===== config.mk =====
export PLATFORM = sky130hd
export DESIGN_NAME = bcb_front
export DESIGN_NICKNAME = d
export VERILOG_FILES = /design/src/hdl/bcb_pkg.sv /design/src/hdl/bcb_div.sv /design/src/hdl/bcb_front.sv
export SDC_FILE = /design/constraint.sdc
export NUM_CORES = 1
export LEC_CHECK = 0
export BUFFER_PORTS_ARGS = -buffer_cell sky130_fd_sc_hd__buf_2
export CORE_MARGIN = 2
export CORE_UTILIZATION = 31
export DETAILED_ROUTE_END_ITERATION = 6
export GPL_TIMING_DRIVEN = 0
export SETUP_SLACK_MARGIN = 0.02
export SLEW_MARGIN = 40
export SYNTH_ARGS = -nofsm -noshare
export SYNTH_HDL_FRONTEND = slang
export SYNTH_SLANG_ARGS = --single-unit

===== constraint.sdc =====
create_clock -name clk -period 44.9 [get_ports clk]
set_clock_uncertainty 0.2 [all_clocks]
set_input_delay 8.98 -clock clk [delete_from_list [all_inputs] [get_ports clk]]
set_output_delay 8.98 -clock clk [all_outputs]
set_load 0.01 [all_outputs]

===== src/hdl/bcb_pkg.sv =====
`default_nettype none

package bcb_pkg;

  // Default fraction width of the fixed-point values.
  localparam int FRAC_BITS_DEF = 16;
  // Samples are clamped to this count; the count register is 7 bits wide.
  localparam int MAX_SAMPLES   = 64;
  localparam int CNT_W         = 7;
  localparam int TOL_W         = 16;
  // Result queue depth; the back end issues against credits for it.
  localparam int OUT_DEPTH     = 8;
  localparam int JOB_DEPTH     = 2;

  localparam logic [1:0] PCASE_ACD   = 2'd0;
  localparam logic [1:0] PCASE_DCA   = 2'd1;
  localparam logic [1:0] PCASE_CONST = 2'd2;

  localparam logic REG_SAMPLE_COUNT = 1'b0;
  localparam logic REG_TIME_TOL     = 1'b1;

  localparam logic signed [63:0] S32_MAX64 = 64'sh0000_0000_7FFF_FFFF;
  localparam logic signed [63:0] S32_MIN64 = -64'sh0000_0000_8000_0000;

  typedef enum logic [1:0] {
    MODE_FAIL,
    MODE_HOLD,
    MODE_CONST,
    MODE_PROFILE
  } bcb_mode_t;

  typedef enum logic [1:0] {
    K_PRE1,
    K_PRE2,
    K_SAMPLE
  } bcb_kind_t;

  typedef struct packed {
    logic signed [31:0] start_pos;
    logic signed [31:0] start_vel;
    logic signed [31:0] end_pos;
    logic [30:0]        switch_time_one;
    logic [30:0]        switch_time_two;
    logic signed [31:0] duration;
    logic [1:0]         profile_case;
    logic [30:0]        accel_limit;
    logic [30:0]        decel_limit;
    logic [31:0]        time_offset;
  } bcb_in_t;

  typedef struct packed {
    logic [31:0]        sample_time;
    logic signed [31:0] position;
    logic signed [31:0] velocity;
    logic signed [31:0] acceleration;
    logic               failed;
    logic               last;
  } bcb_out_t;

  // One classified segment, handed from the front end to the back end.
  typedef struct packed {
    bcb_mode_t          mode;
    logic signed [31:0] p0;
    logic signed [31:0] v0;
    logic [30:0]        t1;
    logic [30:0]        t2;
    logic signed [31:0] dur;
    logic signed [31:0] u1;
    logic signed [31:0] u3;
    logic signed [31:0] vconst;
    logic [31:0]        dt;
    logic [31:0]        offset;
    logic [CNT_W-1:0]   n;
  } bcb_job_t;

  typedef struct packed {
    bcb_kind_t   kind;
    logic [31:0] stime;
    logic        last;
    logic        failed;
  } bcb_meta_t;

  // Operands of one kinematic evaluation: base position, base velocity,
  // acceleration and elapsed time.
  typedef struct packed {
    logic signed [31:0] pb;
    logic signed [31:0] vb;
    logic signed [31:0] u;
    logic signed [31:0] tau;
    bcb_meta_t          meta;
  } bcb_evin_t;

  function automatic logic signed [31:0] sat32(input logic signed [63:0] x);
    if (x > S32_MAX64) begin
      return 32'sh7FFF_FFFF;
    end else if (x < S32_MIN64) begin
      return 32'sh8000_0000;
    end
    return x[31:0];
  endfunction

endpackage

`default_nettype wire


===== src/hdl/bcb_div.sv =====
`default_nettype none

module bcb_div #(
  parameter int NW = 32,
  parameter int DW = 32
) (
  input  wire logic          clk,
  input  wire logic          rst_n,
  input  wire logic          start,
  input  wire logic [NW-1:0] num,
  input  wire logic [DW-1:0] den,
  output logic               done,
  output logic      [NW-1:0] quo
);

  localparam int CW = $clog2(NW + 1);

  logic [NW-1:0] acc_r;
  logic [DW-1:0] rem_r;
  logic [DW-1:0] den_r;
  logic [CW-1:0] cnt_r;
  logic          busy_r;
  logic          done_r;
  logic [DW:0]   rem_sh;
  logic          ge;
  logic [DW:0]   rem_new;

  // One quotient bit per cycle, restoring form.
  assign rem_sh  = {rem_r, acc_r[NW-1]};
  assign ge      = rem_sh >= {1'b0, den_r};
  assign rem_new = ge ? rem_sh - {1'b0, den_r} : rem_sh;
  assign done    = done_r;
  assign quo     = acc_r;

  always_ff @(posedge clk) begin
    if (!rst_n) begin
      busy_r <= 1'b0;
      done_r <= 1'b0;
    end else if (start) begin
      busy_r <= 1'b1;
      done_r <= 1'b0;
    end else if (busy_r && cnt_r == CW'(1)) begin
      busy_r <= 1'b0;
      done_r <= 1'b1;
    end
  end

  always_ff @(posedge clk) begin
    if (start) begin
      acc_r <= num;
      rem_r <= '0;
      den_r <= den;
      cnt_r <= CW'(NW);
    end else if (busy_r) begin
      acc_r <= {acc_r[NW-2:0], ge};
      rem_r <= rem_new[DW-1:0];
      cnt_r <= cnt_r - 1'b1;
    end
  end

endmodule

`default_nettype wire


===== src/hdl/bcb_front.sv =====
`default_nettype none

module bcb_front import bcb_pkg::*; #(
  parameter int FRAC_BITS = FRAC_BITS_DEF
) (
  input  wire logic             clk,
  input  wire logic             rst_n,
  input  wire logic             push,
  input  wire bcb_in_t          in_data,
  output logic                  full,
  input  wire logic [CNT_W-1:0] sample_count,
  input  wire logic [TOL_W-1:0] time_tol,
  output logic                  job_push,
  output bcb_job_t              job_data,
  input  wire logic             job_full
);

  localparam int VNW = 33 + FRAC_BITS;

  typedef enum logic [1:0] {F_IDLE, F_START, F_DIV, F_PUSH} fstate_t;

  fstate_t            state_r;
  logic               ib_valid_r;
  bcb_in_t            ib_r;
  bcb_in_t            seg_r;
  logic               hold_r;
  logic               gt_tol_r;
  logic [CNT_W-1:0]   n_r;
  bcb_job_t           job_r;
  bcb_job_t           job_nxt;

  logic [CNT_W-1:0]   n_clamp;
  logic               fail_now;
  logic signed [31:0] tol_s;
  logic signed [32:0] diff;
  logic               neg;
  logic [32:0]        mag;
  logic [VNW-1:0]     v_num;
  logic [VNW-1:0]     v_quo;
  logic [30:0]        dt_quo;
  logic               dt_done;
  logic               v_done;
  logic               div_start;
  logic               big;
  logic signed [31:0] vsat;
  logic signed [31:0] u_acc;
  logic signed [31:0] u_dec;

  assign full     = ib_valid_r;
  assign job_push = (state_r == F_PUSH) && !job_full;
  assign job_data = job_r;

  assign n_clamp  = (int'(sample_count) > MAX_SAMPLES) ? CNT_W'(MAX_SAMPLES) : sample_count;
  assign fail_now = (n_clamp < CNT_W'(2)) || seg_r.duration[31];
  assign tol_s    = $signed({16'b0, time_tol});

  // Constant-velocity case: divide the magnitude of the travel, fix the sign after.
  assign diff  = $signed({seg_r.end_pos[31], seg_r.end_pos})
               - $signed({seg_r.start_pos[31], seg_r.start_pos});
  assign neg   = diff[32];
  assign mag   = neg ? 33'(-diff) : 33'(diff);
  assign v_num = {mag, {FRAC_BITS{1'b0}}};

  assign div_start = (state_r == F_START) && !fail_now;

  bcb_div #(.NW(31), .DW(CNT_W)) u_dt_div (
    .clk   (clk),
    .rst_n (rst_n),
    .start (div_start),
    .num   (seg_r.duration[30:0]),
    .den   (n_clamp - CNT_W'(1)),
    .done  (dt_done),
    .quo   (dt_quo)
  );

  bcb_div #(.NW(VNW), .DW(31)) u_v_div (
    .clk   (clk),
    .rst_n (rst_n),
    .start (div_start),
    .num   (v_num),
    .den   (seg_r.duration[30:0]),
    .done  (v_done),
    .quo   (v_quo)
  );

  assign big   = |v_quo[VNW-1:31];
  assign vsat  = neg ? (big ? 32'sh8000_0000 : -$signed(v_quo[31:0]))
                     : (big ? 32'sh7FFF_FFFF : $signed(v_quo[31:0]));
  assign u_acc = $signed({1'b0, seg_r.accel_limit});
  assign u_dec = -$signed({1'b0, seg_r.decel_limit});

  always_comb begin
    job_nxt        = '0;
    job_nxt.mode   = hold_r ? MODE_HOLD
                   : (seg_r.profile_case == PCASE_CONST) ? MODE_CONST : MODE_PROFILE;
    job_nxt.p0     = seg_r.start_pos;
    job_nxt.v0     = seg_r.start_vel;
    job_nxt.t1     = seg_r.switch_time_one;
    job_nxt.t2     = seg_r.switch_time_two;
    job_nxt.dur    = seg_r.duration;
    job_nxt.u1     = (seg_r.profile_case == PCASE_ACD) ? u_acc : u_dec;
    job_nxt.u3     = (seg_r.profile_case == PCASE_ACD) ? u_dec : u_acc;
    job_nxt.vconst = (seg_r.duration == '0) ? '0 : vsat;
    job_nxt.dt     = gt_tol_r ? {1'b0, dt_quo} : '0;
    job_nxt.offset = seg_r.time_offset;
    job_nxt.n      = n_r;
  end

  always_ff @(posedge clk) begin
    if (!rst_n) begin
      state_r    <= F_IDLE;
      ib_valid_r <= 1'b0;
    end else begin
      if (push && !full) begin
        ib_valid_r <= 1'b1;
      end
      unique case (state_r)
        F_IDLE: begin
          if (ib_valid_r) begin
            ib_valid_r <= 1'b0;
            state_r    <= F_START;
          end
        end
        F_START: begin
          state_r <= fail_now ? F_PUSH : F_DIV;
        end
        F_DIV: begin
          if (dt_done && v_done) begin
            state_r <= F_PUSH;
          end
        end
        F_PUSH: begin
          if (!job_full) begin
            state_r <= F_IDLE;
          end
        end
        default: state_r <= F_IDLE;
      endcase
    end
  end

  always_ff @(posedge clk) begin
    if (push && !full) begin
      ib_r <= in_data;
    end
    if (state_r == F_IDLE && ib_valid_r) begin
      seg_r <= ib_r;
    end
    if (state_r == F_START) begin
      n_r      <= n_clamp;
      hold_r   <= seg_r.duration < tol_s;
      gt_tol_r <= seg_r.duration > tol_s;
      if (fail_now) begin
        job_r <= '{mode: MODE_FAIL, default: '0};
      end
    end
    if (state_r == F_DIV && dt_done && v_done) begin
      job_r <= job_nxt;
    end
  end

endmodule

`default_nettype wire


### Word level (Yosys, flattened, before mapping)

Cells that the tools add are included.

* word-level logic and storage cells: 133
* output and inout bits: 329
* register bits: 1082

* add/subtract/negate cells: 9
* reductions and logical operators: 26
* bitwise gates (word level): 1
* eq/ne operators: 9
* mux-type cells: 32
* order comparisons: 6

Operator list (count)
* 327-bit 2-to-1 mux: 3
* 32-bit 2-to-1 mux: 6
* 31-bit 2-to-1 mux: 4
* 49-bit 2-to-1 mux: 2
* 33-bit 2-to-1 mux: 1
* 33-bit negator: 1
* 32-bit by 32-bit subtractor with 33-bit output: 1
* 32-bit by 31-bit >= comparator with 1-bit output: 1
* 32-bit by 17-bit greater-than comparator with 1-bit output: 1
* 32-bit logical NOT: 1
* 32-bit by 17-bit < comparator with 1-bit output: 1
* 31-bit negator with 32-bit output: 1
* 32-bit negator: 1
* 31-bit subtractor: 1
* 18-bit OR reduction: 1
* 7-bit 2-to-1 mux: 2
* 2-bit nonzero test: 6
* 1-bit logical AND: 9
* 1-bit 2-to-1 mux: 9
* 8-bit by 7-bit >= comparator with 1-bit output: 1
* 2-bit 2-to-1 mux: 4
* 2-bit case mux with 4 select lines: 1
* 7-bit greater-than comparator (second input constant): 1
* 7-bit by 2-bit < comparator with 1-bit output (second input constant): 1
* 16 further kinds: 23

### Longest topological paths before layout

* word-level depth: 7
* mapped depth: 15
* depth with buffers taken out: 13

### Hierarchy

From an unflattened synthesis, not the netlist that was laid out.

* cells, all modules: 2883
* area, all modules: 43699.4 sq um

By module, submodules not included
* bcb_front: cells each 2060, instances 1, area each 34538.1 sq um
* bcb_div (u_v_div): cells each 629, instances 1, area each 6647.6 sq um
* bcb_div (u_dt_div): cells each 194, instances 1, area each 2513.7 sq um

### Least setup slack after synthesis

OpenSTA, ideal clock, no wires.

* path type: input to register
* start point: input push
* end point: register ib_valid_r, in the netlist full
* stages on the path: 2
* data arrival time: 22.232 ns
* required time: 44.583 ns
* path buffers: 0
* slack: 22.351 ns
* path through: nor2b_1 > o21a_1

* longest elaborated chain between the ends: 4

RTL lines
* start, declared: line bcb_front.sv:8 `input wire logic push,`
* 1-bit logical AND (*): line bcb_front.sv:114 `if (push && !full) begin`
* 1-bit 2-to-1 mux (*): line bcb_front.sv:114
* 1-bit 2-to-1 mux: line bcb_front.sv:119 `if (ib_valid_r) begin`
* 1-bit 2-to-1 mux (*): line bcb_front.sv:117 `unique case (state_r)`
* end signal, assigned: line bcb_front.sv:112 `ib_valid_r <= 1'b0;`
* end signal, assigned: line bcb_front.sv:115 `ib_valid_r <= 1'b1;`
* end signal, assigned: line bcb_front.sv:120 `ib_valid_r <= 1'b0;`
* end, declared: line bcb_front.sv:23 `logic ib_valid_r;`

Mark *: on every way between the ends. The rest lies on a longest branch, timed or not.
A chain may end at the register's enable or synchronous reset.

### Worst setup path in the final report

* start point: input job_full
* end point: output job_push

* longest elaborated chain between the ends: 2

RTL lines
* start, declared: line bcb_front.sv:15 `input wire logic job_full`
* 1-bit logical NOT
* 1-bit logical AND: line bcb_front.sv:50 `assign job_push = (state_r == F_PUSH) && !job_full;`
* end, declared: line bcb_front.sv:13 `output logic job_push,`

Every way passes these cells.

==> flow_summary.ini <==
[grt]
antenna_found_initial = 38
grtUsageTotal_pct = 16.3
grt_pass1_vias = 26418
grt_max_degree = 45
grt_pass1_wl_um = 172000
grt.overflow.total = 0

[logic_synthesis]
syn_inst = 3027
synth.cell_area_sq_um = 43600
syn_nets = 3442
ys_types = 92
avgSynthCellArea_sq_um = 14.4
synth.ff_latch_count = 1081
ys_seq_area_share_pct = 72.8
synthFlopType = edfxtp_1
async_flop_share_pct = 0
yosys_warnings = 0
synth_enable_flop_cells = 1009

[floorplan]
coreArea_sq_um = 140000
rows = 137
initial_core_util_pct = 31.2
io_pins = 642
die_x_um = 379
dieArea_sq_um = 144000
die_h_um = 379

[finish]
layout-drive-gt1-share_pct = 22.8
multi_input_area_sq_um = 10900
utilization_pct = 38.5
final_nets = 4234
fill_cells = 13291
regArea_sq_um = 31700
syn_to_final_growth_pct = 23.1
design_area_sq_um = 53700

[route]
drt-initial-drc-count = 1985
drcViolationCount = 1
routed_wl_um = 119000
viasPerCell = 4.66
vias = 27032
routedWlPerCell_um = 20.5
firstDrtPassIters = 7
ant_nets = 0

[timing]
layout_min_cycle_time_ps = 18660
fmax_mhz = 53.6
rsz0062_at_grt = false
worstMarginPinSlew_ps = 838
slew_viol_final = 0
relSlewSlack_pct = 44.2
timing.final.ws_setup_ps = 26240
setup_tns_ps = 0
timing.hold.ws_ps = 168
period_share_pct = 41.6
hold_viol_final = 0
setup_viol = 0

[clock_network]
cts_num_sinks = 1081
clk_pin_slew_ps = 60
htree_levels = 3
holdBufCountCts = 0
post-cts-setup-buffers = 0
insertion_delay_ps = 770
cts_max_path_buffers = 3
cts.repair.resized = 0
cts_buffers = 112
cts_tree = built
root_buffer = clkbuf_16

[setup_path]
cp-start-kind = primary input
required_ps = 35720
worstSetupPathType = primary input to output port
crit_buf_inv = 2
worst-r2r-setup-slack_ps = 39960
cp_top_family = buffers and inverters
crit_path_frequent_cell = buf_2
crit_path_cell_trace = buf_2 -> nor2b_1 -> buf_2
cp_slowest_cell = nor2b_1
critPathMaxFanout = 2
critPathCaptureType = output port
critPathArrivalTime_ps = 9480
cpPeakStageDelay_ps = 200

[outcome]
violations = design-rule violations
status = finished with violations

[place]
hpwl_um = 89200
place_ws_ps = 26260
dpl-instance-area_sq_um = 50000
io_buffers = 640
gp_congestion = 0.855

[power_and_ir_drop]
p_per_area_nw_per_um2 = 57.2
peakVddDrop_v = 0.0000410
leakage_uw = 0.0200

[hold_path]
hp-class = register to register

[job]
maxCapViolCount = 0
final timing paths:
| kind | start | end | cells past startpoint |
|---|---|---|---|
| max | job_full | job_push | 3 |
| min | ib_r[200] | seg_r[200] | 0 |
| max reg2reg | job_nxt[293] | job_data[80] | 13 |
| min reg2reg | ib_r[200] | seg_r[200] | 0 |
worst register-to-register path, cell delays in order, from the launching register on:
cell and delay, ps:
edfxtp_1 530, ha_1 300, fa_1 430, nand2b_1 240
a211oi_1 320, o211ai_1 260, nand3_1 230, a21oi_1 90
o21ai_1 330, and2_1 180, clkbuf_1 520, clkbuf_1 510
o21ai_0 200, a31oi_1 360
cells by family after synthesis:
family | count (synthesis) | synth area share [%]
flip-flops | 1081 | 72.8
AND/OR/NAND/NOR | 931 | 11.0
AO/OA/AOI/OAI | 505 | 7.75
buffers and inverters | 250 | 2.21
XOR/XNOR | 121 | 2.47
adder cells (fa/ha/maj) | 102 | 2.98
multiplexers | 36 | 0.829
other | 1 | 0.00860
cell usage in the layout (no fill, tap or decap), types with 22 or more instances in the layout:
cell type and n:
dfxtp_1 72, nor3_1 53, clkbuf_16 116, a211oi_1 30
ha_1 99, a21oi_1 107, nand2_1 214, and3_1 43
inv_1 129, o21ai_1 39, xor2_1 40, a22o_1 60
nor2b_1 27, or3_1 29, o21ai_0 98, edfxtp_1 1009
nand3_1 57, nor4_1 24, mux2i_1 35, and2_1 172
a31oi_1 22, buf_2 646, nor2_1 208, xnor2_1 79
clkbuf_1 129
power by group:
group | internal (uW) | leakage [uW] | switching, uW
clock network | 510 | 0.00176 | 405
logic | 272 | 0.00818 | 481
registers | 1320 | 0.0101 | 83.4
total | 2100 | 0.0200 | 969
metrics by stage:
stage | total power [uW] | cells
floorplan | 1930 | 3027
detailed placement | 2180 | 5581
global route | 3240 | 5797
CTS | 3100 | 5791
global placement | 2220 | 5543
finish | 3070 | 5803
state kept, by name (all words and copies together) (netlist names), 31 cells and up:
signal	cells
u_v_div.den_r	31
u_v_div.quo	49
u_v_div.rem_r	31
job_nxt	190
ib_r	286
job_data	326
seg_r	96
u_dt_div.quo	31
area by class of cell:
class | instances | area share, %
inverters | 130 | 0.909
well taps | 1876 | 4.37
plain buffers | 120 | 0.909
clock inverters | 58 | 1.01
diodes | 12 | 0.0559
flip-flops and latches | 1081 | 59.1
multi-input cells | 1696 | 20.4
repair buffers | 678 | 7.46
clock buffers | 152 | 5.76
synth_stat cells, types with 30 or more instances:
library cell / n / area, sq um
mux2i_1: 35 / 350
a22o_1: 60 / 526
and3_1: 43 / 269
ha_1: 99 / 1240
o21ai_1: 40 / 200
edfxtp_1: 1009 / 30300
nor2_1: 208 / 781
and2_1: 173 / 1080
xnor2_1: 80 / 701
nand2_1: 215 / 807
clkbuf_1: 106 / 398
a21oi_1: 107 / 536
a211oi_1: 30 / 225
nand3_1: 58 / 290
xor2_1: 40 / 350
inv_1: 130 / 488
nor3_1: 53 / 265
dfxtp_1: 72 / 1440
o21ai_0: 98 / 490
routing by layer:
| metal | vias up | track usage [%] | part of all wire [%] |
|---|---|---|---|
| li1 | 12882 | - | - |
| met1 | 13118 | 20.5 | 41 |
| met2 | 819 | 26.8 | 48 |
| met3 | 183 | 4.55 | 7.5 |
| met4 | 30 | 5.60 | 2.7 |
| met5 | - | 0 | 0.16 |
Power figures use the tool's default switching activity.
