[src/hdl/bcb_fifo.sv]
`default_nettype none

module bcb_fifo #(
  parameter int WIDTH = 8,
  parameter int DEPTH = 2
) (
  input  wire logic             clk,
  input  wire logic             rst_n,
  input  wire logic             wr_en,
  input  wire logic [WIDTH-1:0] wr_data,
  input  wire logic             rd_en,
  output logic      [WIDTH-1:0] rd_data,
  output logic                  full,
  output logic                  empty
);

  localparam int PW = (DEPTH > 1) ? $clog2(DEPTH) : 1;
  localparam int CW = $clog2(DEPTH + 1);

  logic [WIDTH-1:0] mem_r [DEPTH];
  logic [PW-1:0]    wp_r;
  logic [PW-1:0]    rp_r;
  logic [CW-1:0]    cnt_r;
  logic             do_wr;
  logic             do_rd;

  assign full    = (cnt_r == CW'(DEPTH));
  assign empty   = (cnt_r == '0);
  assign do_wr   = wr_en && !full;
  assign do_rd   = rd_en && !empty;
  assign rd_data = mem_r[rp_r];

  always_ff @(posedge clk) begin
    if (do_wr) begin
      mem_r[wp_r] <= wr_data;
    end
  end

  always_ff @(posedge clk) begin
    if (!rst_n) begin
      wp_r  <= '0;
      rp_r  <= '0;
      cnt_r <= '0;
    end else begin
      if (do_wr) begin
        wp_r <= (wp_r == PW'(DEPTH - 1)) ? '0 : wp_r + 1'b1;
      end
      if (do_rd) begin
        rp_r <= (rp_r == PW'(DEPTH - 1)) ? '0 : rp_r + 1'b1;
      end
      if (do_wr && !do_rd) begin
        cnt_r <= cnt_r + 1'b1;
      end else if (do_rd && !do_wr) begin
        cnt_r <= cnt_r - 1'b1;
      end
    end
  end

endmodule

`default_nettype wire

[config.mk]
export PLATFORM = sky130hd
export DESIGN_NAME = bcb_fifo
export DESIGN_NICKNAME = d
export VERILOG_FILES = /design/src/hdl/bcb_fifo.sv
export SDC_FILE = /design/constraint.sdc
export NUM_CORES = 1
export LEC_CHECK = 0
export BUFFER_PORTS_ARGS = -buffer_cell sky130_fd_sc_hd__buf_2
export CAP_MARGIN = 40
export CORE_ASPECT_RATIO = 0.6
export CORE_MARGIN = 1
export CORE_UTILIZATION = 25
export CTS_CLUSTER_SIZE = 25
export DETAILED_ROUTE_END_ITERATION = 7
export SYNTH_ARGS = -nofsm -noshare
export SYNTH_HDL_FRONTEND = slang
export SYNTH_SLANG_ARGS = --single-unit
[constraint.sdc]
create_clock -name clk -period 2.14 [get_ports clk]
set_clock_uncertainty 0.1 [all_clocks]
set_input_delay 0.107 -clock clk [delete_from_list [all_inputs] [get_ports clk]]
set_output_delay 0.107 -clock clk [all_outputs]
set_load 0.02 [all_outputs]
Yosys cells after proc, flatten, opt, wreduce, memory -nomap -nowiden
Memories as Yosys holds them, arrays and structs flattened. A register that Yosys moved wholly into a read port is not among the register bits.
Index checks and enable logic that the tools add are counted.
{"block": "word_totals", "memories": 1, "inputBits": 12, "regBits": 4, "output_inout_bits": 10, "ram_bits": 16, "word_cells": 27}
{"block": "classes", "add_sub_neg": 4, "muxes": 8, "eq_ne": 1, "n_reduce_logical": 10}
{"memory": "mem_r", "words": 2, "width": 8, "rd": 1, "rd_clocked_by_memory_dff": 1, "wr": 1, "line": "20", "source": "logic [WIDTH-1:0] mem_r [DEPTH];"}
{"op": "1-bit 2-to-1 mux", "n": 6}
{"op": "1-bit logical AND", "n": 4}
{"op": "1-bit zero test", "n": 4}
{"op": "2-bit 2-to-1 mux", "n": 2}
{"op": "1-bit adder, second input constant", "n": 2}
{"op": "2-bit by 1-bit adder with 2-bit output, second input constant", "n": 1}
{"op": "2-bit equality test, second input constant", "n": 1}
{"op": "2-bit zero test", "n": 1}
{"op": "2-bit nonzero test", "n": 1}
{"op": "2-bit by 1-bit subtractor with 2-bit output, second input constant", "n": 1}

Longest topological paths before layout
Gate-level depths: netlist of the first run.
{"block": "depth", "word_depth": 7, "mapped_depth": 7, "depth_no_buf": 7}

Least setup slack after synthesis of the first run
No wires, ideal clock.
{"block": "synth_path", "path_type": "reg2reg", "start": "register cnt_r[0]", "end": "register cnt_r[1]", "arrival_time_ps": 1444, "path_slack_ps": 526, "path_buffers": 0, "path_stages_with_launch": 7, "synth_period_minus_slack_ps": 1614, "setup_time_ps": 70, "cell_sequence": "dfxtp_1 > nand2b_1 > inv_2 > nor2_1 > ha_1 > or3_1 > a21boi_1"}
{"block": "synth_between", "elab_chain_cells": 6, "word_cells_on_any_way": 15, "classes_between": "2 x add/sub; 1 x eq/ne; 2 x mux; 10 x reduce/logical"}
{"element": "start: declaration", "line": "23", "source": "logic [CW-1:0] cnt_r;"}
{"element": "start signal: assignment", "line": "52", "source": "cnt_r <= cnt_r + 1'b1;"}
{"element": "start signal: assignment", "line": "54", "source": "cnt_r <= cnt_r - 1'b1;"}
{"element": "2-bit equality test *", "line": "27", "source": "assign full = (cnt_r == CW'(DEPTH));"}
{"element": "named net full", "line": "13", "source": "output logic full,"}
{"element": "1-bit zero test *", "line": "29", "source": "assign do_wr = wr_en && !full;"}
{"element": "1-bit logical AND *", "line": "29"}
{"element": "1-bit zero test", "line": "53", "source": "end else if (do_rd && !do_wr) begin"}
{"element": "1-bit logical AND", "line": "53"}
{"element": "2-bit nonzero test (no line)"}
Mark *: on every way through the listed nets, which the timed path passes. The rest lies on a longest branch. The select of a mux whose other input is x is not followed.
A chain may end at the register's enable or synchronous reset.

Final worst setup path of the first run
{"block": "layout_path", "start": "register cnt_r[0]", "end": "register cnt_r[1]"}
{"block": "layout_between", "elab_chain_cells": 6, "word_cells_on_any_way": 15, "classes_between": "2 x add/sub; 1 x eq/ne; 2 x mux; 10 x reduce/logical"}
{"element": "2-bit equality test / 2-bit zero test (equally long branches)", "line": "27, 28"}
{"element": "1-bit zero test, on equally long branches", "line": "29, 30"}
{"element": "1-bit logical AND, on equally long branches", "line": "29, 30"}
{"element": "1-bit zero test, on equally long branches", "line": "53, 51"}
{"element": "1-bit logical AND, on equally long branches", "line": "53, 51"}
{"element": "2-bit nonzero test (no line) / 2-bit 2-to-1 mux (equally long branches)"}
Parallel ways exist; a longest one is shown, timed or not. The select of a mux whose other input is x is not followed.

==> results by group, run 1 <==
Placement
  – Gpl congestion: 0.637
  – Setup WS pre-CTS: around 0.46 ns
  – Port bufs: 21
  – DP Wirelength: 1020 um

Logic synthesis
  – Synthesized cell area: 810 um^2
  – Post-Synth XOR/XNOR Area: 0.0325
  – Register area share after synthesis: 0.717
  – Synth Instances: 50
  – Top FF cell, synth: edfxtp_1
  – Multiplexer area fraction after synthesis: 0.111
  – Yosys cell types: 20
  – Area contributors post-synth: edfxtp_1 (59%), dfxtp_1 (12%), mux2_2 (11%)
  – Synthesized flop and latch total: 21
  – Largest family of logic cells by synthesized area: multiplexers
  – Yosys top cell by area: edfxtp_1
  – Synth Area per Inst: around 16 um^2
  – Post-synth top area share: 0.594
  – Async S/R FF share, synth: 0
  – YS warnings: 0
  – Synth Area in Simple Gates: 0.0680
  – Top post-synthesis cells by count: edfxtp_1 (16), mux2_2 (8), dfxtp_1 (5), and2_1 (3)
  – Post-synth EDFFs: 16
  – Post-Synth Adder-Cell Area: 0.0155
  – Syn_nets: 63
  – Cell with the most instances after synthesis: edfxtp_1
  – Compound-Gate Fraction of Synth Area: 0.0402

Floorplan
  – Ports: 22
  – Initial core utilization: 0.273
  – Core Region: a little under 3000 um^2
  – Die Wd: 75.5 um
  – Height of the die: 46.1 um
  – # rows: 15
  – Die Area: 3480 um^2

Timing
  – Final worst-path cycle share: 0.784
  – Final Worst Setup Slack: about 0.46 ns
  – Finish-stage setup viols: 0
  – Tightest Pin Transition: 0.411 ns
  – Final period demand of the worst path: approximately 1.7 ns
  – FMAX: 0.596 GHz
  – Unrepaired setup endpoints after global routing: no
  – Final slew viol count: 0
  – Setup TNS: 0 ns
  – Max_slew headroom: 0.724
  – Final hold vios: 0

Pwr
  – Pleak: 0.000428 uW
  – Max VDD drop: 0.000593 V
  – Pwr Total: approximately 1200 uW
  – Gate power share: 0.334
  – Cell area power density: 1130 nW/um^2
  – Flop pwr share: 0.464
  – Sw frac: 0.321
  – Internal Pwr Total: 843 uW
  – NetSw: ~400 uW
  – Clock power frac: 0.202

Route
  – DR vias: 494
  – Pre-antenna DRT Iters: 1
  – ANT nets after route: 0
  – Via density: 3.95
  – Post-route DRC violation count: 0
  – DR iter-0 viols: 0
  – Drt wl/cell: 10.9 um
  – Routed WL: 1360 um

Global route
  – GR met1 Demand/Resource: 0.0975
  – Largest net degree at the start of global routing: 13
  – Initial antenna violation count: 0
  – Total grt overflow: 0
  – Grt met2 use: 0.145
  – GR peak layer: met2
  – First-pass GRT wire length: around 2100 um
  – Total track usage: 0.0895
  – Met3 Track Usage GR: 0.0481
  – Vias in the first global route: 480

Cells and area
  – Layout area overhead: 35.4%
  – Footprint of the multi-input gates: roughly 220 um^2
  – Nets: 97
  – Fillers: 311
  – Share of cells above drive strength 1: 0.434
  – Seq. cell area: a little under 600 um^2
  – # diodes: 0

Critical path
  – Crit. End Element: register
  – CP startpoint kind: register
  – Worst path max stage delay: approximately 0.42 ns
  – Slowest-stage cell, CP: dfxtp_1
  – Crit-path cells: nand2b_1, inv_2, nor2_1, ha_1, or3_1, a21boi_1
  – CP Class: register to register
  – WP data required: 2.23 ns
  – CP max FO: 5
  – WP data arrival: 1.77 ns

Clocking
  – Post-CTS Hold Fix Bufs: 8
  – Postcts setup bufs: 0
  – CTS tree: done
  – Root buffer cell: clkbuf_8
  – Clock Sinks: 21
  – Later-pin clock latency in the skew report: 0.25 ns
  – Htree depth: 1
  – Post-CTS Resized: 0
  – Max Buffers Root-to-Sink: 2
  – CTS buffer count: 3
  – Worst-path clk slew: approximately 0.070 ns

Status
  – Status: completed

Job
  – Max-cap viol count: 0

Hold path
  – Hold Crit Class: primary input to register
-- flip-flops by register name, summed over array words and instances, names as in the netlist, named ones only --
register	count
mem_r	16
wp_r	1
cnt_r	2
rp_r	1
-- cells by family after synthesis --
kind of cell / Yosys count
mux: 8
fa+ha+maj: 1
compound gates: 5
flops: 21
buf+inv: 3
xor+xnor: 3
simple gates: 9
-- routing by layer --
layer,up-vias,wire length (um)
met3,4,112
met1,228,613
met4,0,27
met2,16,607
li1,246,-
met5,-,0
-- power groups by stage --
stage | registers [uW] | clock network, uW | logic [uW]
after global routing | 589 | 276 | 453
after CTS | 578 | 261 | 423
after detailed placement | 587 | 0 | 409
after floorplan | 556 | 0 | 312
after global placement | 581 | 0 | 397
final | 576 | 251 | 414
-- worst max-delay path, delay by kind of cell (launching register included) --
| kind | cells | cell delay [ns] |
|---|---|---|
| and+or+nand+nor | 3 | 0.63 |
| DFF | 1 | 0.42 |
| adders and majority gates | 1 | 0.26 |
| buffers and inverters | 1 | 0.07 |
| AOI/OAI and AO/OA | 1 | 0.14 |
-- per-stage QoR --
step	std cells	hold WS (ns)	util	instance area (um^2)
global placement	113	0.199	0.327	970
CTS	125	0.0122	0.370	1100
global route	125	0.0231	0.370	1100
detailed placement	113	0.201	0.327	970
floorplan	50	0.106	-	810
finish	125	0.0211	0.370	1100
-- final cells by class --
type / instances / share of cell area
clock buffer: 3 / 0.0377
clock inverter: 1 / 0.00457
inverter: 2 / 0.00685
multi-input combinational: 26 / 0.197
sequential: 21 / 0.530
tap: 42 / 0.0479
timing repair buffer: 30 / 0.176
-- worst paths after layout --
| kind | from | endpoint | slack (ns) | cells past startpoint |
|---|---|---|---|---|
| max reg2reg | cnt_r[0] | cnt_r[1] | 0.46 | 6 |
| min | rst_n | wp_r | 0.02 | 2 |
| max | cnt_r[0] | cnt_r[1] | 0.46 | 6 |
| min reg2reg | cnt_r[1] | cnt_r[1] | 0.44 | 2 |
-- layout by cell type, fill, tap and decap left out, drive strengths merged --
cell type | netlist | routed
clkinv | 0 | 1
and3 | 1 | 1
nand2b | 1 | 1
xnor2 | 2 | 2
inv | 2 | 2
mux2 | 8 | 8
dfxtp | 5 | 5
and2 | 3 | 3
dlygate4sd3 | 0 | 8
ha | 1 | 1
buf | 1 | 22
clkbuf | 0 | 3
or3 | 1 | 1
xor2 | 1 | 1
a21boi | 2 | 2
nor2 | 2 | 2
o21a | 1 | 1
edfxtp | 16 | 16
o21ai | 2 | 2
nor3 | 1 | 1
Power figures use the tool's default switching activity.
==> inputs of run 2 (changes only) <==
==> constraint.sdc (replaced) <==
create_clock -name clk -period 1.3 [get_ports clk]
set_clock_uncertainty 0.1 [all_clocks]
set_input_delay 0.065 -clock clk [delete_from_list [all_inputs] [get_ports clk]]
set_output_delay 0.065 -clock clk [all_outputs]
set_load 0.02 [all_outputs]
==> results by group, run 2 (synthesis results as in run 1) <==
Hold path
  – Min-delay src: wr_en
  – Worst Hold End: wp_r
  – Hold Crit Class: primary input to register
  – Hold path cells: 3 (+1)

Placement
  – Cell Count Post-Placement: 118 (+4.4%)
  – Port bufs: 21 (unchanged)
  – DP Wirelength: 1060 um (+4.0%)
  – Setup WS pre-CTS: -0.265 ns (-0.729 ns)
  – Gpl congestion: 0.659 (+3.4%)
  – Cell area after placement: 1050 um^2 (+8.6%)

Cells and area
  – Share of cells above drive strength 1: 0.581 (+0.147)
  – Fin cells: 135 (+8.0%)
  – Largest register FFs: 16 (unchanged)
  – Most common cell after layout, fill and taps aside: edfxtp_1
  – Most frequent cells in the layout: edfxtp_1 (16), buf_6 (12), buf_2 (12)
  – Layout area overhead: 65.8%
  – Fillers: 282 (-9.3%)
  – Nets: 107 (+10%)
  – Largest register by flop count: mem_r
  – Design Area, Final: 1340 um^2 (+22%)
  – # diodes: 0 (unchanged)
  – Largest regs: mem_r: 16 flops, cnt_r: 2 flops

Timing
  – Final slew viol count: 0 (unchanged)
  – Finish-stage setup viols: 19 (+19)
  – FMAX: 0.679 GHz (+14%)
  – Final Worst Setup Slack: -0.172 ns (-0.634 ns)
  – Final period demand of the worst path: 1.47 ns (-0.206 ns)
  – Max_slew headroom: 0.867 (+0.142)
  – Final worst-path cycle share: 1.13 (+0.348)
  – Unrepaired setup endpoints after global routing: yes
  – Final hold vios: 0 (unchanged)
  – Tightest Pin Transition: 0.199 ns (-0.212 ns)
  – Setup TNS: -1.29 ns (-1.29 ns)

Route
  – Post-route DRC violation count: 0 (unchanged)
  – DR iter-0 viols: 22 (+22)
  – Pre-antenna DRT Iters: 4 (+3)
  – Routed WL: 1690 um (+24%)
  – Drt wl/cell: 12.5 um (+15%)
  – ANT nets after route: 0 (unchanged)
  – DR vias: 562 (+14%)
  – Via density: 4.16 (+5.3%)

Clocking
  – CTS buffer count: 3 (unchanged)
  – Later-pin clock latency in the skew report: 0.26 ns (about the same)
  – CTS tree: done
  – Clock Sinks: 21 (unchanged)
  – Root buffer cell: clkbuf_8
  – Worst-path clk slew: 0.08 ns (about the same)
  – Max Buffers Root-to-Sink: 2 (unchanged)
  – Htree depth: 1 (unchanged)

Status
  – Status: finished with violations
  – Violated checks: setup timing

Job
  – Max-cap viol count: 0 (unchanged)

Critical path
  – R2R Path Start: cnt_r[0]
  – CP Class: register to register
  – Worst path top cell family by delay: simple AND/OR/NAND/NOR gates
  – WP data arrival: 1.56 ns (-0.21 ns)
  – CP Buf/Inv Count: 1 (unchanged)
  – Slowest-stage cell, CP: dfxtp_2
  – Reg-to-reg slack, setup: -0.17 ns (-0.63 ns)
  – Crit. End Element: register
  – WP data required: 1.39 ns (-0.84 ns)
  – Worst path max stage delay: 0.33 ns (-0.09 ns)
  – CP max FO: 2 (-3)
  – R2R Path End: cnt_r[1]
  – Worst reg2reg path depth: 7 (+1)
  – Crit-path cells: nand2b_4, clkinv_4, nor2_4, ha_4, xor2_1, or3_1, a21boi_1
  – CP startpoint kind: register

Floorplan
  – Core Region: 2970 um^2 (unchanged)
  – Height of the die: 46.1 um (unchanged)
  – # rows: 15 (unchanged)
  – Die Area: 3480 um^2 (unchanged)
  – Die Wd: 75.5 um (unchanged)
  – Ports: 22 (unchanged)
  – Initial core utilization: 0.273 (unchanged)

Global route
  – Vias in the first global route: 551 (+15%)
  – First-pass GRT wire length: 2560 um (+22%)
  – Total grt overflow: 0 (unchanged)
  – Largest net degree at the start of global routing: 13 (unchanged)
  – Initial antenna violation count: 0 (unchanged)
  – Total track usage: 0.106 (+0.0168)

Pwr
  – Pleak: 0.000540 uW (+26%)
  – Cell area power density: 1930 nW/um^2 (+71%)
  – Pwr Total: 2600 uW (+110%)
  – Max VDD drop: 0.000943 V (+59%)
-- run 2: per-stage QoR --
stage	hold WS, ns	utilization
global route	0.115	0.453
finish	0.109	0.453
global placement	0.156	0.355
floorplan	0.0639	-
detailed placement	0.157	0.355
CTS	0.0910	0.450
-- run 2: final cells by class --
class                           count  area, um^2  area share
Clock inverter                      1        5.00     0.00373
Sequential cell                    21         589       0.439
Timing Repair Buffer               40         338       0.252
Tap cell                           42        52.6      0.0391
Multi-Input combinational cell     26         304       0.226
Inverter                            2        12.5     0.00932
Clock buffer                        3        41.3      0.0308
-- run 2: repair_timing --
action	CTS	global route
resized for setup	34	6
pin swaps	4	5
hold buffers	9	0
endpoints found under the hold margin	21	0
setup endpoints to repair	28	29
setup buffers	4	0
gates cloned	0	1
-- run 2: worst register-to-register path, cell delays in order, from the launching register on --
cell,delay [ns]
dfxtp_2,0.33
nand2b_4,0.15
clkinv_4,0.06
nor2_4,0.03
ha_4,0.15
xor2_1,0.15
or3_1,0.32
a21boi_1,0.12
-- run 2: how the worst max path moves through the flow --
stage / cells past startpoint / startpoint / end
6_report: 7 / cnt_r[0] / cnt_r[1]
5_1_grt: 7 / cnt_r[0] / cnt_r[1]
4_1_cts: 5 / cnt_r[0] / cnt_r[1]
3_5_place_dp: 5 / cnt_r[1] / cnt_r[1]
3_3_place_gp: 5 / cnt_r[1] / cnt_r[1]
2_1_floorplan: 7 / cnt_r[0] / cnt_r[1]
-- run 2: layer usage --
layer  share of wire  vias to the layer above  GRT usage
li1                -                      268          -
met1            0.46                      275      0.123
met2            0.46                       19      0.188
met3           0.077                        0     0.0569
met4               0                        0          0
met5               0                        -          0
-- run 2: power by group --
part | switching (uW) | leakage (uW) | internal, uW
Combinational | 479 | 0.000323 | 692
Sequential | 123 | 0.000192 | 877
Clock | 214 | 0.0000255 | 213
Total | 816 | 0.000540 | 1780
==> inputs of run 3 (changes only) <==
--- a/config.mk
+++ b/config.mk
@@ -7,11 +7,11 @@
 export LEC_CHECK = 0
 export BUFFER_PORTS_ARGS = -buffer_cell sky130_fd_sc_hd__buf_2
 export CAP_MARGIN = 40
-export CORE_ASPECT_RATIO = 0.6
 export CORE_MARGIN = 1
-export CORE_UTILIZATION = 25
+export CORE_UTILIZATION = 44
 export CTS_CLUSTER_SIZE = 25
 export DETAILED_ROUTE_END_ITERATION = 7
+export PLACE_DENSITY = 0.71
 export SYNTH_ARGS = -nofsm -noshare
 export SYNTH_HDL_FRONTEND = slang
 export SYNTH_SLANG_ARGS = --single-unit
==> results by group, run 3 (synthesis results as in run 1) <==
Status
  – Status: finished with violations
  – Violated checks: setup timing

Placement
  – Gpl congestion: 0.635 (-3.7%)
  – DP Wirelength: 1010 um (-5.4%)
  – Port bufs: 21 (unchanged)
  – Cell Count Post-Placement: 106 (-10%)

Timing
  – Final period demand of the worst path: 1.52 ns (+0.0473 ns)
  – Finish-stage setup viols: 26 (+7)
  – FMAX: 0.658 GHz (-3.1%)
  – Final slew viol count: 0 (unchanged)
  – Unrepaired setup endpoints after global routing: yes
  – Tightest Pin Transition: 0.194 ns (-0.00524 ns)
  – Final worst-path cycle share: 1.17 (+0.0364)
  – Max_slew headroom: 0.870 (+0.00391)
  – Setup TNS: -2.39 ns (-1.10 ns)
  – Final Worst Setup Slack: -0.219 ns (-0.0473 ns)
  – Final hold vios: 0 (unchanged)

Critical path
  – Crit-path cells: nand2b_4, inv_6, nor2_4, ha_4, or3_1, a21boi_1
  – Slowest-stage cell, CP: dfxtp_2
  – Worst reg2reg path depth: 6 (-1)
  – WP data required: 1.43 ns (+0.04 ns)
  – Crit. End Element: register
  – Worst path max stage delay: 0.37 ns (+0.04 ns)
  – CP startpoint kind: register
  – CP max FO: 4 (+2)
  – CP Buf/Inv Count: 1 (unchanged)
  – R2R Path End: cnt_r[1]
  – CP Class: register to register
  – Worst path top cell family by delay: simple AND/OR/NAND/NOR gates
  – Reg-to-reg slack, setup: -0.22 ns (-0.05 ns)
  – WP data arrival: 1.65 ns (+0.09 ns)
  – R2R Path Start: cnt_r[0]

Route
  – Pre-antenna DRT Iters: 1 (-3)
  – Post-route DRC violation count: 0 (unchanged)
  – DR iter-0 viols: 0 (-100%)
  – DR vias: 552 (-1.8%)
  – Routed WL: 1610 um (-4.9%)
  – ANT nets after route: 0 (unchanged)
  – Via density: 4.56 (+9.6%)
  – Drt wl/cell: 13.3 um (+6.1%)

Cells and area
  – Seq. cell area: 584 um^2 (-0.85%)
  – Largest regs: mem_r: 16 flops, cnt_r: 2 flops
  – Fin cells: 121 (-10%)
  – # diodes: 0 (unchanged)
  – Share of cells above drive strength 1: 0.583 (+0.00269)
  – Largest register FFs: 16 (unchanged)
  – Nets: 110 (+2.8%)
  – Most frequent cells in the layout: edfxtp_1 (16), buf_6 (13), buf_2 (12)
  – Footprint of the multi-input gates: 283 um^2 (-7.0%)
  – Fillers: 126 (-55%)
  – Layout area overhead: 60.9%
  – Most common cell after layout, fill and taps aside: edfxtp_1
  – Largest register by flop count: mem_r

Floorplan
  – Initial core utilization: 0.469 (+0.196)
  – Core Region: 1730 um^2 (-42%)
  – Height of the die: 44.9 um (-2.6%)
  – # rows: 15 (unchanged)
  – Die Area: 2020 um^2 (-42%)
  – Ports: 22 (unchanged)
  – Die Wd: 44.9 um (-41%)

Clocking
  – Root buffer cell: clkbuf_4
  – Worst-path clk slew: 0.11 ns (+0.03 ns)
  – CTS tree: done
  – Clock Sinks: 21 (unchanged)
  – CTS buffer count: 3 (unchanged)
  – Later-pin clock latency in the skew report: 0.30 ns (+0.04 ns)
  – Htree depth: 1 (unchanged)
  – Max Buffers Root-to-Sink: 2 (unchanged)

Global route
  – Total track usage: 0.177 (+0.0704)
  – Largest net degree at the start of global routing: 13 (unchanged)
  – Total grt overflow: 0 (unchanged)
  – GR peak layer: met2
  – Met3 Track Usage GR: 0.0360 (-0.0209)
  – Initial antenna violation count: 0 (unchanged)
  – GR met1 Demand/Resource: 0.168 (+0.0444)
  – Vias in the first global route: 563 (+2.2%)
  – Grt met2 use: 0.359 (+0.171)
  – First-pass GRT wire length: 2320 um (-9.4%)

Pwr
  – Pleak: 0.000538 uW (-0.46%)
  – Max VDD drop: 0.00162 V (+71%)
  – Cell area power density: 1890 nW/um^2 (-2.4%)

Hold path
  – Hold Crit Class: primary input to register
  – Worst Hold End: wp_r
  – Min-delay src: wr_en
  – Hold path cells: 3 (unchanged)

Job
  – Max-cap viol count: 0 (unchanged)
[run 3: layout make-up]
class	instances	area share
inverters	2	0.00961
clock buffers	3	0.0173
clock inverters	1	0.00384
well taps	25	0.0240
multi-input cells	26	0.217
flip-flops and latches	21	0.449
repair buffers	43	0.280
[run 3: repair_timing]
| item | 4_1_cts | 5_1_grt |
|---|---|---|
| gates resized for setup | 32 | 2 |
| setup endpoints to repair | 27 | 28 |
| setup buffers | 2 | 0 |
| endpoints found under the hold margin | 21 | 0 |
| hold buffers | 9 | 0 |
| cloned | 0 | 0 |
| pin swaps | 5 | 1 |
[run 3: layer usage]
| layer | wire length, um | vias up |
|---|---|---|
| li1 | - | 274 |
| met1 | 573 | 260 |
| met2 | 962 | 14 |
| met3 | 50 | 4 |
| met4 | 21 | 0 |
| met5 | 0 | - |
[run 3: worst min-delay path, delay by kind of cell]
| family | cells | cell delay (ns) |
|---|---|---|
| buffers and inverters | 1 | 0.10 |
| AO/OA/AOI/OAI | 2 | 0.24 |
[run 3: through the flow]
stage	hold WS (ns)	utilization	setup WS [ns]	area (um^2)	power, uW
floorplan	0.0639	-	-0.194	843	1500
global placement	0.153	0.612	-0.169	1060	1820
detailed placement	0.157	0.612	-0.249	1060	1850
finish	0.0385	0.754	-0.219	1300	2460
CTS	0.0302	0.751	-0.240	1300	2430
global route	0.0735	0.754	-0.265	1300	2590
[run 3: how the worst max path moves through the flow]
stage | from | end | slack, ns | cells past startpoint
2_1_floorplan | cnt_r[0] | cnt_r[1] | -0.19 | 7
3_3_place_gp | cnt_r[1] | cnt_r[1] | -0.17 | 7
3_5_place_dp | cnt_r[1] | cnt_r[1] | -0.25 | 5
4_1_cts | cnt_r[0] | cnt_r[1] | -0.24 | 6
5_1_grt | cnt_r[0] | cnt_r[1] | -0.26 | 6
6_report | cnt_r[0] | cnt_r[1] | -0.22 | 6
[run 3: power by group]
group	switching (uW)	leakage (uW)	internal [uW]	total, uW
sequential	78.6	0.000192	866	944
combinational	510	0.000329	696	1210
clock	193	0.0000177	115	308
